--- config.mk ---
export PLATFORM = sky130hd
export DESIGN_NAME = moving_average_filter_top
export DESIGN_NICKNAME = d
export VERILOG_FILES = /design/src/hdl/mavg_pkg.sv /design/src/hdl/moving_average_filter_top.sv /design/src/hdl/mavg_ring.sv /design/src/hdl/mavg_div.sv
export SDC_FILE = /design/constraint.sdc
export NUM_CORES = 2
export LEC_CHECK = 0
export BUFFER_PORTS_ARGS = -buffer_cell sky130_fd_sc_hd__buf_4
export CAP_MARGIN = 20
export CORE_MARGIN = 2
export CORE_UTILIZATION = 55
export CTS_BUF_LIST = sky130_fd_sc_hd__clkbuf_8
export CTS_CLUSTER_DIAMETER = 50
export DETAILED_ROUTE_END_ITERATION = 12
export PLACE_DENSITY = 0.71
export REMOVE_ABC_BUFFERS = 1
export SLEW_MARGIN = 20
export SYNTH_ARGS = -nofsm -noshare
export SYNTH_HDL_FRONTEND = slang
export SYNTH_HIERARCHICAL = 1
export SYNTH_SLANG_ARGS = --single-unit
--- constraint.sdc ---
create_clock -name clk -period 10 [get_ports clk]
set_input_delay 2 -clock clk [delete_from_list [all_inputs] [get_ports clk]]
set_output_delay 2 -clock clk [all_outputs]
set_load 0.005 [all_outputs]
--- src/hdl/mavg_pkg.sv ---
package mavg_pkg;

    // Field widths
    localparam int SAMPLE_W = 16;
    localparam int AVG_W    = 24;
    localparam int SUM_W    = 24;
    localparam int WIN_W    = 8;
    localparam int FRAC_W   = 8;
    localparam int CFG_IDX_W = 2;
    localparam int CFG_DATA_W = 16;

    // Configuration register indexes
    typedef enum logic [CFG_IDX_W-1:0] {
        REG_WINDOW_SIZE = 2'd0,
        REG_START_VALUE = 2'd1
    } cfg_reg_t;

    // Controller states
    typedef enum logic [3:0] {
        ST_IDLE = 4'b0001,
        ST_READ = 4'b0010,
        ST_DIV  = 4'b0100,
        ST_INIT = 4'b1000
    } state_t;

    // Divider status towards the controller
    typedef struct packed {
        logic busy;
        logic done;
    } div_stat_t;

endpackage

--- src/hdl/moving_average_filter_top.sv ---
// Moving average filter over a ring of the last window_size samples.
//
// Channels: the input request carries one signed 16-bit sample (in_valid /
// in_ready). Each accepted sample replaces the oldest ring entry and yields
// one output request (out_valid / out_ready) carrying the window mean as
// signed fixed point with 8 fraction bits, truncated toward zero, and the
// sample itself. Configuration writes (cfg_valid / cfg_ready, cfg_index,
// cfg_data) set window_size (index 0) or start_value (index 1) and restart
// the window: every entry reads as start_value and the head returns to 0.
//
// Timing: the ring entry at the head is read at acceptance and written back
// in the next cycle, when a bit-serial division of the sum starts; a new
// sample is taken only after the result has been loaded into the output
// register. That register lets the next sample enter while a result waits;
// a stalled receiver holds the block only once a second result is finished.
// A configuration write passes through ST_INIT before the block is idle.
//
// Reset: window_size 16, start_value 0, running sum 0, head 0; ring entries
// not written since the last restart read as start_value, so no clearing
// pass is needed.
module moving_average_filter_top
    import mavg_pkg::*;
#(
    parameter int MAX_WINDOW = 255
) (
    input  logic                         clk,
    input  logic                         rst_n,
    input  logic                         in_valid,
    output logic                         in_ready,
    input  logic signed [SAMPLE_W-1:0]   sample,
    output logic                         out_valid,
    input  logic                         out_ready,
    output logic signed [AVG_W-1:0]      average,
    output logic signed [SAMPLE_W-1:0]   latest_sample,
    input  logic                         cfg_valid,
    output logic                         cfg_ready,
    input  logic [CFG_IDX_W-1:0]         cfg_index,
    input  logic [CFG_DATA_W-1:0]        cfg_data
);

    localparam int PTR_W = (MAX_WINDOW > 1) ? $clog2(MAX_WINDOW) : 1;
    localparam logic [WIN_W:0] MAX_N = (WIN_W + 1)'(MAX_WINDOW);

    state_t                      state_reg, state_next;
    logic [WIN_W-1:0]            window_size_reg, window_size_next;
    logic signed [SAMPLE_W-1:0]  start_value_reg, start_value_next;
    logic [PTR_W-1:0]            head_reg, head_next;
    logic                        wrapped_reg, wrapped_next;
    logic signed [SUM_W-1:0]     sum_reg, sum_next;
    logic signed [SAMPLE_W-1:0]  sample_reg;
    logic                        out_valid_reg, out_valid_next;
    logic signed [AVG_W-1:0]     average_reg;
    logic signed [SAMPLE_W-1:0]  latest_sample_reg;

    logic [WIN_W-1:0]            eff_n;
    logic                        in_fire;
    logic                        cfg_fire;
    logic                        head_wrap;
    logic [SAMPLE_W-1:0]         rd_data;
    logic signed [SAMPLE_W-1:0]  old_entry;
    logic signed [SUM_W-1:0]     sum_upd;
    logic signed [SUM_W-1:0]     init_sum;
    logic                        div_start;
    logic signed [AVG_W-1:0]     div_quo;
    div_stat_t                   div_stat;
    logic                        out_load;

    // Effective window length: zero counts as one, clamp to the ring depth
    always_comb
    begin
        if (window_size_reg == '0)
        begin
            eff_n = WIN_W'(1);
        end
        else if ({1'b0, window_size_reg} > MAX_N)
        begin
            eff_n = MAX_N[WIN_W-1:0];
        end
        else
        begin
            eff_n = window_size_reg;
        end
    end

    // Handshakes
    assign cfg_ready = (state_reg == ST_IDLE);
    assign in_ready  = (state_reg == ST_IDLE) && !cfg_valid;
    assign cfg_fire  = cfg_valid && cfg_ready;
    assign in_fire   = in_valid && in_ready;

    // Ring memory: read at the head on acceptance, write back in the following cycle
    mavg_ring #(
        .DEPTH (MAX_WINDOW),
        .AW    (PTR_W)
    ) u_ring (
        .clk     (clk),
        .rd_en   (in_fire),
        .rd_addr (head_reg),
        .rd_data (rd_data),
        .wr_en   (state_reg == ST_READ),
        .wr_addr (head_reg),
        .wr_data (sample_reg)
    );

    // Entries not yet written since the last restart hold start_value
    assign old_entry = wrapped_reg ? $signed(rd_data) : start_value_reg;
    assign sum_upd   = sum_reg - SUM_W'(old_entry) + SUM_W'(sample_reg);
    assign init_sum  = SUM_W'(start_value_reg) * SUM_W'($signed({1'b0, eff_n}));
    assign head_wrap = (32'(head_reg) + 32'd1 >= 32'(eff_n));

    // Mean of the window
    assign div_start = (state_reg == ST_READ);

    mavg_div u_div (
        .clk   (clk),
        .rst_n (rst_n),
        .start (div_start),
        .num   (sum_upd),
        .den   (eff_n),
        .quo   (div_quo),
        .stat  (div_stat)
    );

    assign out_load = (state_reg == ST_DIV) && div_stat.done && (!out_valid_reg || out_ready);

    // Sequencer and window bookkeeping
    always_comb
    begin
        state_next       = state_reg;
        window_size_next = window_size_reg;
        start_value_next = start_value_reg;
        head_next        = head_reg;
        wrapped_next     = wrapped_reg;
        sum_next         = sum_reg;
        out_valid_next   = out_valid_reg;

        if (out_valid_reg && out_ready)
        begin
            out_valid_next = 1'b0;
        end

        case (state_reg)
            ST_IDLE:
            begin
                if (cfg_fire)
                begin
                    case (cfg_index)
                        REG_WINDOW_SIZE:
                        begin
                            window_size_next = cfg_data[WIN_W-1:0];
                            state_next       = ST_INIT;
                        end
                        REG_START_VALUE:
                        begin
                            start_value_next = $signed(cfg_data[SAMPLE_W-1:0]);
                            state_next       = ST_INIT;
                        end
                        default:
                        begin
                            state_next = ST_IDLE;
                        end
                    endcase
                end
                else if (in_fire)
                begin
                    state_next = ST_READ;
                end
            end
            ST_READ:
            begin
                sum_next = sum_upd;
                if (head_wrap)
                begin
                    head_next    = '0;
                    wrapped_next = 1'b1;
                end
                else
                begin
                    head_next = head_reg + PTR_W'(1);
                end
                state_next = ST_DIV;
            end
            ST_DIV:
            begin
                if (out_load)
                begin
                    out_valid_next = 1'b1;
                    state_next     = ST_IDLE;
                end
            end
            ST_INIT:
            begin
                sum_next     = init_sum;
                head_next    = '0;
                wrapped_next = 1'b0;
                state_next   = ST_IDLE;
            end
            default:
            begin
                state_next = ST_IDLE;
            end
        endcase
    end

    // Control registers
    always_ff @(posedge clk or negedge rst_n)
    begin
        if (!rst_n)
        begin
            state_reg       <= ST_IDLE;
            window_size_reg <= WIN_W'(16);
            start_value_reg <= '0;
            head_reg        <= '0;
            wrapped_reg     <= 1'b0;
            sum_reg         <= '0;
            out_valid_reg   <= 1'b0;
        end
        else
        begin
            state_reg       <= state_next;
            window_size_reg <= window_size_next;
            start_value_reg <= start_value_next;
            head_reg        <= head_next;
            wrapped_reg     <= wrapped_next;
            sum_reg         <= sum_next;
            out_valid_reg   <= out_valid_next;
        end
    end

    // Payload registers
    always_ff @(posedge clk)
    begin
        if (in_fire)
        begin
            sample_reg <= sample;
        end
        if (out_load)
        begin
            average_reg       <= div_quo;
            latest_sample_reg <= sample_reg;
        end
    end

    assign out_valid     = out_valid_reg;
    assign average       = average_reg;
    assign latest_sample = latest_sample_reg;

    // An accepted sample always moves on to the ring read
    a_accept_read: assert property (@(posedge clk) disable iff (!rst_n)
        in_fire |=> (state_reg == ST_READ))
        else $error("accepted sample did not start a ring read");

    // Head stays inside the window outside a restart
    a_head_range: assert property (@(posedge clk) disable iff (!rst_n)
        (state_reg != ST_INIT) |-> (32'(head_reg) < 32'(eff_n)))
        else $error("head outside the window");

    // A write to a known register restarts the window
    a_cfg_restart: assert property (@(posedge clk) disable iff (!rst_n)
        (cfg_fire && (cfg_index == REG_WINDOW_SIZE || cfg_index == REG_START_VALUE))
        |=> (state_reg == ST_INIT))
        else $error("configuration write did not restart the window");

    // A result appears only when the divider has finished
    a_out_from_div: assert property (@(posedge clk) disable iff (!rst_n)
        $rose(out_valid_reg) |-> $past(state_reg == ST_DIV && div_stat.done))
        else $error("result presented without a finished division");

    // The divider is idle whenever a new sample is taken
    a_div_idle: assert property (@(posedge clk) disable iff (!rst_n)
        in_fire |-> !div_stat.busy)
        else $error("sample accepted while the divider was busy");

endmodule

--- src/hdl/mavg_ring.sv ---
module mavg_ring
    import mavg_pkg::*;
#(
    parameter int DEPTH = 255,
    parameter int AW    = 8
) (
    input  logic                clk,
    input  logic                rd_en,
    input  logic [AW-1:0]       rd_addr,
    output logic [SAMPLE_W-1:0] rd_data,
    input  logic                wr_en,
    input  logic [AW-1:0]       wr_addr,
    input  logic [SAMPLE_W-1:0] wr_data
);

    logic [SAMPLE_W-1:0] mem [DEPTH];
    logic [SAMPLE_W-1:0] rd_data_reg;

    // Write port
    always_ff @(posedge clk)
    begin
        if (wr_en)
        begin
            mem[wr_addr] <= wr_data;
        end
    end

    // Registered read port
    always_ff @(posedge clk)
    begin
        if (rd_en)
        begin
            rd_data_reg <= mem[rd_addr];
        end
    end

    assign rd_data = rd_data_reg;

endmodule

--- src/hdl/mavg_div.sv ---
module mavg_div
    import mavg_pkg::*;
(
    input  logic                    clk,
    input  logic                    rst_n,
    input  logic                    start,
    input  logic signed [SUM_W-1:0] num,
    input  logic [WIN_W-1:0]        den,
    output logic signed [AVG_W-1:0] quo,
    output div_stat_t               stat
);

    localparam int DIVD_W = SUM_W + FRAC_W;
    localparam int CNT_W  = $clog2(DIVD_W + 1);

    logic [DIVD_W-1:0] shift_reg;
    logic [WIN_W-1:0]  rem_reg;
    logic [WIN_W-1:0]  den_reg;
    logic              neg_reg;
    logic [CNT_W-1:0]  cnt_reg;
    logic              done_reg;

    logic [SUM_W-1:0]  mag;
    logic [WIN_W:0]    trial;
    logic [WIN_W-1:0]  diff;
    logic              fits;
    logic [WIN_W-1:0]  rem_next;
    logic [AVG_W-1:0]  quo_mag;

    // Magnitude of the dividend; the result sign is applied at the end
    assign mag = num[SUM_W-1] ? (~num + SUM_W'(1)) : num;

    // One restoring step: shift in the next dividend bit, try to subtract
    assign trial    = {rem_reg, shift_reg[DIVD_W-1]};
    assign diff     = trial[WIN_W-1:0] - den_reg;
    assign fits     = (trial >= {1'b0, den_reg});
    assign rem_next = fits ? diff : trial[WIN_W-1:0];

    // Control state
    always_ff @(posedge clk or negedge rst_n)
    begin
        if (!rst_n)
        begin
            cnt_reg  <= '0;
            done_reg <= 1'b0;
        end
        else if (start)
        begin
            cnt_reg  <= CNT_W'(DIVD_W);
            done_reg <= 1'b0;
        end
        else if (cnt_reg != '0)
        begin
            cnt_reg <= cnt_reg - CNT_W'(1);
            if (cnt_reg == CNT_W'(1))
            begin
                done_reg <= 1'b1;
            end
        end
    end

    // Datapath: dividend shifts out at the top while quotient bits enter below
    always_ff @(posedge clk)
    begin
        if (start)
        begin
            shift_reg <= {mag, FRAC_W'(0)};
            rem_reg   <= '0;
            den_reg   <= den;
            neg_reg   <= num[SUM_W-1];
        end
        else if (cnt_reg != '0)
        begin
            shift_reg <= {shift_reg[DIVD_W-2:0], fits};
            rem_reg   <= rem_next;
        end
    end

    // Truncate toward zero: divide magnitudes, then restore the sign
    assign quo_mag = shift_reg[AVG_W-1:0];
    assign quo     = neg_reg ? $signed(~quo_mag + AVG_W'(1)) : $signed(quo_mag);

    assign stat.busy = (cnt_reg != '0);
    assign stat.done = done_reg;

endmodule

Word-level counts from Yosys, hierarchy flattened
Memory sizes are Yosys's and may differ from the RTL's. A register that Yosys moved wholly into a read port is not among the register bits.
Cells that the tools add are included.
{"block": "totals", "reg_bits": 174, "mem_bits_rw": 4080, "out_inout_bits": 43, "word_cells": 88, "n_memories": 1}
{"block": "op_classes", "add_sub_neg": 8, "mul": 1, "magnitude_cmp": 2, "n_eq_ne": 9, "mux": 27, "bitwise": 2, "n_reduce_logical": 21}
{"name": "u_ring.mem", "depth": 255, "width": 16, "read_ports": 1, "rd_clocked_by_memory_dff": 1, "wr": 1, "line_no": "mavg_ring.sv:16", "source": "logic [SAMPLE_W-1:0] mem [DEPTH];"}
{"op": "$mux W32", "n": 2}
{"op": "$mux W24", "n": 2}
{"op": "$not A24 Y24", "n": 2}
{"op": "$pmux W24 S2", "n": 1}
{"op": "$add A24 B1 Y24 const B", "n": 1}
{"op": "$add A24 B16 Y24", "n": 1}
{"op": "$add A24 B2 Y24 const B", "n": 1}
{"op": "$mul A16 B9 Y24", "n": 1}
{"op": "$mux W8", "n": 3}
{"op": "$sub A24 B16 Y24", "n": 1}
{"op": "$ge A9 B8 Y1", "n": 2}
{"op": "$mux W16", "n": 1}
{"op": "$mux W4", "n": 4}
{"op": "$pmux W8 S2", "n": 1}
{"op": "$mux W6", "n": 2}
{"op": "$pmux W4 S3", "n": 1}
{"op": "$add A8 B1 Y9 const B", "n": 1}
{"op": "$mux W1", "n": 9}
{"op": "$add A8 B1 Y8 const B", "n": 1}
{"op": "$logic_not A8 Y1", "n": 1}
{"op": "$sub A8 B8 Y8", "n": 1}
{"op": "$eq A6 B1 Y1 const B", "n": 1}
{"op": "$logic_and A1 B1 Y1", "n": 6}
{"op": "$reduce_and A2 Y1", "n": 3}
{"op": "16 further kinds", "n": 21}

Longest topological paths before layout
{"block": "logic_depth", "word_depth": 7, "ltp_mapped": 22, "mapped_depth_nobuf": 21}

Cells and area by module
The synthesis kept the hierarchy.
{"module": "mavg_ring", "instances": 1, "cells_each": 7801, "area_per_inst_um2": 159770.7, "seq_area_each_um2": 122998.0}
{"module": "moving_average_filter_top", "instances": 1, "cells_each": 1137, "area_per_inst_um2": 11099.4, "seq_area_each_um2": 3235.6}
{"module": "mavg_div", "instances": 1, "cells_each": 389, "area_per_inst_um2": 3698.5, "seq_area_each_um2": 1486.4}

Worst setup path after synthesis
No wires, ideal clock.
{"block": "synth_timing", "path_kind": "flip-flop to flip-flop", "startpoint": "reg sample_reg[15]", "endpoint": "reg u_div.shift_reg[30] (data pin)", "t_arrival_ns": 8.072, "required_time_ns": 9.744, "setup_slack_ns": 1.672, "stages_incl_launch_ff": 16, "synth_period_minus_slack_ns": 8.328, "cell_sequence": "edfxtp_1 -> inv_1 -> fa_1 -> inv_1 -> ha_1 -> clkbuf_1 -> inv_1 -> a211o_1 -> a31oi_1 -> nor2_1 -> xnor2_1 -> or4_1 -> or3_1 -> o41ai_2 -> xnor2_1 -> a22o_1"}
{"block": "synth_via", "elab_chain_len": 5}
{"item": "start: declaration", "line_no": "moving_average_filter_top.sv:50", "source": "logic signed [SAMPLE_W-1:0] sample_reg;"}
{"item": "start signal: assignment", "line_no": "moving_average_filter_top.sv:235", "source": "sample_reg <= sample;"}
{"item": "$add A24 B16 Y24", "line_no": "moving_average_filter_top.sv:107", "source": "assign sum_upd = sum_reg - SUM_W'(old_entry) + SUM_W'(sample_reg);"}
{"item": "via sum_upd[20]", "line_no": "moving_average_filter_top.sv:61", "source": "logic signed [SUM_W-1:0] sum_upd;"}
{"item": "$not A24 Y24", "line_no": "mavg_div.sv:31", "source": "assign mag = num[SUM_W-1] ? (~num + SUM_W'(1)) : num;"}
{"item": "$add A24 B2 Y24", "line_no": "mavg_div.sv:31"}
{"item": "$mux W24", "line_no": "mavg_div.sv:31"}
{"item": "$mux W32", "line_no": "mavg_div.sv:65", "source": "if (start)"}
{"item": "end signal: assignment", "line_no": "mavg_div.sv:67", "source": "shift_reg <= {mag, FRAC_W'(0)};"}
{"item": "end signal: assignment", "line_no": "mavg_div.sv:74", "source": "shift_reg <= {shift_reg[DIVD_W-2:0], fits};"}
{"item": "end: declaration", "line_no": "mavg_div.sv:16", "source": "logic [DIVD_W-1:0] shift_reg;"}
The timed path passes the listed nets, and every way through them passes these cells.
A chain may end at the register's enable or synchronous reset.

Final worst setup path
{"block": "layout_timing", "startpoint": "reg window_size_reg[5]", "endpoint": "reg sum_reg[18]"}
{"block": "layout_via", "elab_chain_len": 4}
{"item": "start: declaration", "line_no": "moving_average_filter_top.sv:45", "source": "logic [WIN_W-1:0] window_size_reg, window_size_next;"}
{"item": "start signal: assignment", "line_no": "moving_average_filter_top.sv:221", "source": "window_size_reg <= window_size_next;"}
{"item": "$logic_not A8 Y1", "line_no": "moving_average_filter_top.sv:71", "source": "if (window_size_reg == '0)"}
{"item": "$mux W8 *", "line_no": "moving_average_filter_top.sv:71"}
{"item": "$mul A16 B9 Y24 *", "line_no": "moving_average_filter_top.sv:108", "source": "assign init_sum = SUM_W'(start_value_reg) * SUM_W'($signed({1'b0, eff_n}));"}
{"item": "$pmux W24 S2 *", "line_no": "moving_average_filter_top.sv:142", "source": "case (state_reg)"}
{"item": "end signal: assignment", "line_no": "moving_average_filter_top.sv:225", "source": "sum_reg <= sum_next;"}
{"item": "end: declaration", "line_no": "moving_average_filter_top.sv:49", "source": "logic signed [SUM_W-1:0] sum_reg, sum_next;"}
Every way passes the cells marked *; elsewhere a longest branch is shown, timed or not.

==> metrics.txt <==
# TYPE chip_impl_metric gauge
chip_impl_metric{name="multiInputGateArea",unit="mm^2"} 0.04229
chip_impl_info{name="outcome",value="finished clean"} 1
chip_impl_metric{name="holdPathStages",unit=""} 2
chip_impl_metric{name="initial_core_util",unit="%"} 55.33
chip_impl_metric{name="floorplan.die_area",unit="mm^2"} 0.3219
chip_impl_metric{name="routed_wirelength",unit="um"} 471900
chip_impl_metric{name="detail_route.iter0.violations",unit=""} 13495
chip_impl_info{name="rsz0062_at_grt",value="false"} 1
chip_impl_metric{name="hpwl",unit="um"} 280800
chip_impl_metric{name="drt_drc_violations_left",unit=""} 0
chip_impl_metric{name="layout.cell_area.non_filler",unit="mm^2"} 0.1931
chip_impl_metric{name="internal-power",unit="uW"} 35330
chip_impl_metric{name="synth.lib_cells_used.distinct",unit=""} 101
chip_impl_metric{name="synth_area",unit="mm^2"} 0.1746
chip_impl_metric{name="ctsResizeCount",unit=""} 0
chip_impl_metric{name="floorplan.io_pins",unit=""} 82
chip_impl_metric{name="fin_hold_ws",unit="ns"} 0.5044
chip_impl_metric{name="grt_start_max_net_pins",unit=""} 186
chip_impl_metric{name="finalWorstPathRequiredPeriod",unit="ns"} 6.164
chip_impl_info{name="rr_startpoint",value="window_size_reg[5]$_DFFE_PN0P_"} 1
chip_impl_metric{name="detailedRoute.firstPassIterationCount",unit=""} 8
chip_impl_metric{name="core_area",unit="mm^2"} 0.3155
chip_impl_info{name="ys_dominant_reg_cell",value="sky130_fd_sc_hd__edfxtp_1"} 1
chip_impl_metric{name="chipWidth",unit="um"} 567.4
chip_impl_metric{name="largest_register_ffs",unit=""} 4080
chip_impl_metric{name="p_switching",unit="uW"} 18720
chip_impl_metric{name="syn_inst",unit=""} 9327
chip_impl_metric{name="max_freq",unit="MHz"} 162.2
chip_impl_info{name="synthTopCellsByArea",value="sky130_fd_sc_hd__edfxtp_1 (72%), sky130_fd_sc_hd__mux4_2 (8.6%), sky130_fd_sc_hd__mux2i_1 (4.1%)"} 1
chip_impl_metric{name="setup_viol_count_final",unit=""} 0
chip_impl_metric{name="placed_area",unit="mm^2"} 0.1805
chip_impl_metric{name="avgSynthCellArea",unit="um^2"} 18.72
chip_impl_metric{name="power.clock.fraction",unit="%"} 25.7
chip_impl_metric{name="critical_path.max_fanout",unit=""} 19
chip_impl_metric{name="ir_worst_vdd",unit="mV"} 0.8183
chip_impl_metric{name="global_route.overflow_total",unit=""} 0
chip_impl_info{name="cts_root_buffer",value="sky130_fd_sc_hd__clkbuf_8"} 1
chip_impl_metric{name="num_vias",unit=""} 95822
chip_impl_metric{name="track_usage",unit="%"} 29.05
chip_impl_metric{name="synth-seq-cells",unit=""} 4270
chip_impl_metric{name="power.share.sequential",unit="%"} 38.1
chip_impl_metric{name="sw_frac_of_total",unit="%"} 34.63
chip_impl_metric{name="ys.warnings.count",unit=""} 6
chip_impl_metric{name="cts_post_setup_buffers_inserted",unit=""} 0
chip_impl_info{name="startpoint_type_of_the_worst_setup_path",value="register"} 1
chip_impl_metric{name="finalClockSkew",unit="ns"} 0.09634
chip_impl_metric{name="fill_cells",unit=""} 22040
chip_impl_metric{name="clock_sinks",unit=""} 4270
chip_impl_metric{name="setup_total_negative_slack",unit="ns"} 0
chip_impl_info{name="yosysTopAreaCell",value="sky130_fd_sc_hd__edfxtp_1"} 1
chip_impl_info{name="class_of_the_tightest_hold_or_removal_check",value="register to register"} 1
chip_impl_metric{name="numPortBuffers",unit=""} 81
chip_impl_metric{name="number_of_synthesized_flops_with_an_enable_pin",unit=""} 4185
chip_impl_info{name="clock_tree_from_tritoncts",value="yes"} 1
chip_impl_info{name="hold_path_end",value="u_div/shift_reg[1]$_SDFFE_PP0N_"} 1
chip_impl_metric{name="synth_top_area_share",unit="%"} 71.99
chip_impl_metric{name="pwr_density_cell",unit="mW/mm^2"} 279.9
chip_impl_info{name="endpoint_of_the_lowest_slack_register_to_register_path",value="sum_reg[18]$_DFFE_PN0P_"} 1
chip_impl_metric{name="cts_hold_buffers",unit=""} 0
chip_impl_metric{name="max_slew.worst_pin.slew",unit="ns"} 1.351
chip_impl_metric{name="insertion_delay_of_the_later_clocked_pin_in_the_worst_skew_pair",unit="ns"} 1.24
chip_impl_info{name="post-synth-top-count-cell",value="sky130_fd_sc_hd__edfxtp_1"} 1
chip_impl_metric{name="slew_headroom",unit="%"} 9.927
chip_impl_metric{name="p_leak",unit="uW"} 0.06307
chip_impl_metric{name="gp_routability_congestion",unit=""} 0.9063
chip_impl_metric{name="floorplan.die.height",unit="um"} 567.4
chip_impl_metric{name="routedWlPerCell",unit="um"} 32.22
chip_impl_metric{name="share_of_synthesized_flip_flops_with_an_asynchronous_set_or_reset",unit="%"} 1.616
chip_impl_metric{name="area.growth.synth_to_final",unit="%"} 10.61
chip_impl_info{name="critPathKind",value="register to register"} 1
chip_impl_metric{name="cts_inserted_buffers",unit=""} 669
chip_impl_metric{name="regArea",unit="mm^2"} 0.1277
chip_impl_metric{name="comb_power_share",unit="%"} 36.3
chip_impl_metric{name="timing_max_transition_violations_final",unit=""} 0
chip_impl_info{name="most_instantiated_cells_after_synthesis",value="sky130_fd_sc_hd__edfxtp_1 (4185), sky130_fd_sc_hd__mux2i_1 (716), sky130_fd_sc_hd__mux4_2 (666), sky130_fd_sc_hd__nor2_1 (414), sky130_fd_sc_hd__nand2_1 (368)"} 1
chip_impl_metric{name="path_clk_slew",unit="ns"} 0.06
chip_impl_metric{name="clock_tree.htree_level_count",unit=""} 6
chip_impl_metric{name="layout_cells_sized_above_1",unit="%"} 20.75
chip_impl_metric{name="rows",unit=""} 206
chip_impl_info{name="crit_path_capture_type",value="register"} 1
chip_impl_metric{name="timing.final.hold_violations",unit=""} 0
chip_impl_metric{name="worstRegToRegCells",unit=""} 18
chip_impl_metric{name="global_route_wire_length_before_repair",unit="um"} 674100
chip_impl_metric{name="grt_pass1_vias",unit=""} 94872
chip_impl_metric{name="cts.path.max_buffers",unit=""} 4
chip_impl_metric{name="critPathRequiredTime",unit="ns"} 11.07
chip_impl_metric{name="ant_nets",unit=""} 0
chip_impl_metric{name="grt_antenna_before_repair",unit=""} 26
chip_impl_metric{name="period_share",unit="%"} 61.64
chip_impl_metric{name="synth-seq-area-share",unit="%"} 73.16
chip_impl_metric{name="final_nets",unit=""} 10220
chip_impl_metric{name="final_util",unit="%"} 61.20
chip_impl_metric{name="worst-endpoint-arrival",unit="ns"} 7.23
chip_impl_info{name="min_delay_src",value="u_div/shift_reg[1]$_SDFFE_PP0N_"} 1
chip_impl_metric{name="detail_route.vias_per_cell",unit=""} 6.542
chip_impl_metric{name="drv.max_cap_violation_count",unit=""} 0
chip_impl_metric{name="rrSetupSlack",unit="ns"} 3.84
-- metrics by stage --
step                      instances  setup slack (ns)  power (uW)
after floorplan                8771            -50.17       36510
after global placement        13452             3.790       40250
after detailed placement      13452             3.818       40480
after CTS                     14631             3.842       54280
after global routing          14635             3.377       56700
final                         14648             3.836       54050
-- layer usage --
metal / vias to the layer above / GRT usage (%) / part of all wire (%)
li1: 39076 / - / -
met2: 6066 / 45.03 / 46
met4: 16 / 14.15 / 5.5
met1: 49536 / 39.22 / 36
met5: - / 0 / 0.021
met3: 1128 / 6.646 / 12
-- layout make-up --
type / instances / area share [%]
Sequential cell: 4270 / 66.16
Multi-Input combinational cell: 4232 / 21.90
Clock buffer: 675 / 4.811
Tap cell: 4160 / 2.696
Timing Repair Buffer: 523 / 2.234
Clock inverter: 504 / 1.646
Inverter: 269 / 0.5307
Antenna cell: 15 / 0.01944
-- how the worst max path moves through the flow --
stage | to | from
3_3_place_gp | sum_reg[18]$_DFFE_PN0P_ | window_size_reg[5]$_DFFE_PN0P_
2_1_floorplan | u_ring/mem[135][0]$_DFFE_PP_ | head_reg[0]$_DFFE_PN0P_
5_1_grt | sum_reg[18]$_DFFE_PN0P_ | window_size_reg[5]$_DFFE_PN0P_
6_report | sum_reg[18]$_DFFE_PN0P_ | window_size_reg[5]$_DFFE_PN0P_
4_1_cts | sum_reg[18]$_DFFE_PN0P_ | window_size_reg[5]$_DFFE_PN0P_
3_5_place_dp | sum_reg[18]$_DFFE_PN0P_ | window_size_reg[5]$_DFFE_PN0P_
-- power by group through the flow --
stage | Combinational (uW) | Sequential [uW] | Clock (uW)
5_1_grt | 21300 | 20600 | 14800
2_1_floorplan | 15100 | 21400 | 0
3_5_place_dp | 19600 | 20900 | 0
4_1_cts | 19700 | 20600 | 14100
3_3_place_gp | 19300 | 20900 | 0
6_report | 19600 | 20600 | 13900
-- cell families after synthesis --
| logic type | Yosys count | share of synthesized area [%] |
|---|---|---|
| flops | 4270 | 73.16 |
| mux | 1449 | 13.28 |
| simple gates | 1254 | 3.291 |
| compound gates | 1211 | 4.903 |
| buf+inv | 825 | 2.773 |
| fa+ha+maj | 216 | 2.081 |
| xor+xnor | 102 | 0.5118 |
-- cells in the final DEF, fill, tap and decap left out, types with 22 or more instances in the layout --
cell / synthesis / routed
sky130_fd_sc_hd__o221ai_1: 254 / 254
sky130_fd_sc_hd__o211ai_1: 26 / 26
sky130_fd_sc_hd__o21ai_0: 148 / 147
sky130_fd_sc_hd__fa_1: 124 / 124
sky130_fd_sc_hd__inv_12: 0 / 22
sky130_fd_sc_hd__xor2_1: 25 / 25
sky130_fd_sc_hd__ha_1: 92 / 92
sky130_fd_sc_hd__mux2i_1: 716 / 716
sky130_fd_sc_hd__nor2_1: 414 / 379
sky130_fd_sc_hd__mux2_2: 50 / 50
sky130_fd_sc_hd__mux4_2: 666 / 666
sky130_fd_sc_hd__a21oi_1: 243 / 243
sky130_fd_sc_hd__dfrtp_1: 67 / 59
sky130_fd_sc_hd__nor2b_1: 22 / 22
sky130_fd_sc_hd__o31ai_1: 27 / 27
sky130_fd_sc_hd__nor3_1: 97 / 93
sky130_fd_sc_hd__buf_12: 35 / 29
sky130_fd_sc_hd__clkinv_1: 0 / 145
sky130_fd_sc_hd__a31oi_1: 40 / 40
sky130_fd_sc_hd__clkbuf_8: 0 / 675
sky130_fd_sc_hd__clkinv_2: 0 / 63
sky130_fd_sc_hd__a22oi_1: 33 / 33
sky130_fd_sc_hd__buf_4: 57 / 492
sky130_fd_sc_hd__inv_1: 268 / 476
sky130_fd_sc_hd__nand4_1: 33 / 33
sky130_fd_sc_hd__nand2_1: 368 / 367
sky130_fd_sc_hd__nand3_1: 99 / 98
sky130_fd_sc_hd__edfxtp_1: 4185 / 4185
sky130_fd_sc_hd__a22o_1: 30 / 30
sky130_fd_sc_hd__xnor2_1: 77 / 76
sky130_fd_sc_hd__a211oi_1: 61 / 60
sky130_fd_sc_hd__o22ai_1: 141 / 141
sky130_fd_sc_hd__a21o_1: 30 / 30
sky130_fd_sc_hd__nor4_1: 25 / 25
sky130_fd_sc_hd__nand2b_1: 29 / 26
sky130_fd_sc_hd__and2_1: 70 / 70
-- worst max-delay path: stages, from the launching register on --
cell,delay (ns)
sky130_fd_sc_hd__dfrtp_1,0.61
sky130_fd_sc_hd__nor4_1,0.39
sky130_fd_sc_hd__a41o_1,0.66
sky130_fd_sc_hd__nand2_1,0.17
sky130_fd_sc_hd__fa_1,0.56
sky130_fd_sc_hd__inv_1,0.05
sky130_fd_sc_hd__fa_1,0.50
sky130_fd_sc_hd__inv_1,0.05
sky130_fd_sc_hd__fa_1,0.53
sky130_fd_sc_hd__inv_1,0.05
sky130_fd_sc_hd__fa_1,0.43
sky130_fd_sc_hd__ha_1,0.34
sky130_fd_sc_hd__o21ai_0,0.26
sky130_fd_sc_hd__o21ai_0,0.17
sky130_fd_sc_hd__a311oi_1,0.45
sky130_fd_sc_hd__o21bai_1,0.21
sky130_fd_sc_hd__a31oi_1,0.23
sky130_fd_sc_hd__xnor2_1,0.09
sky130_fd_sc_hd__a221o_1,0.31
(Power assumes the default switching activity.)
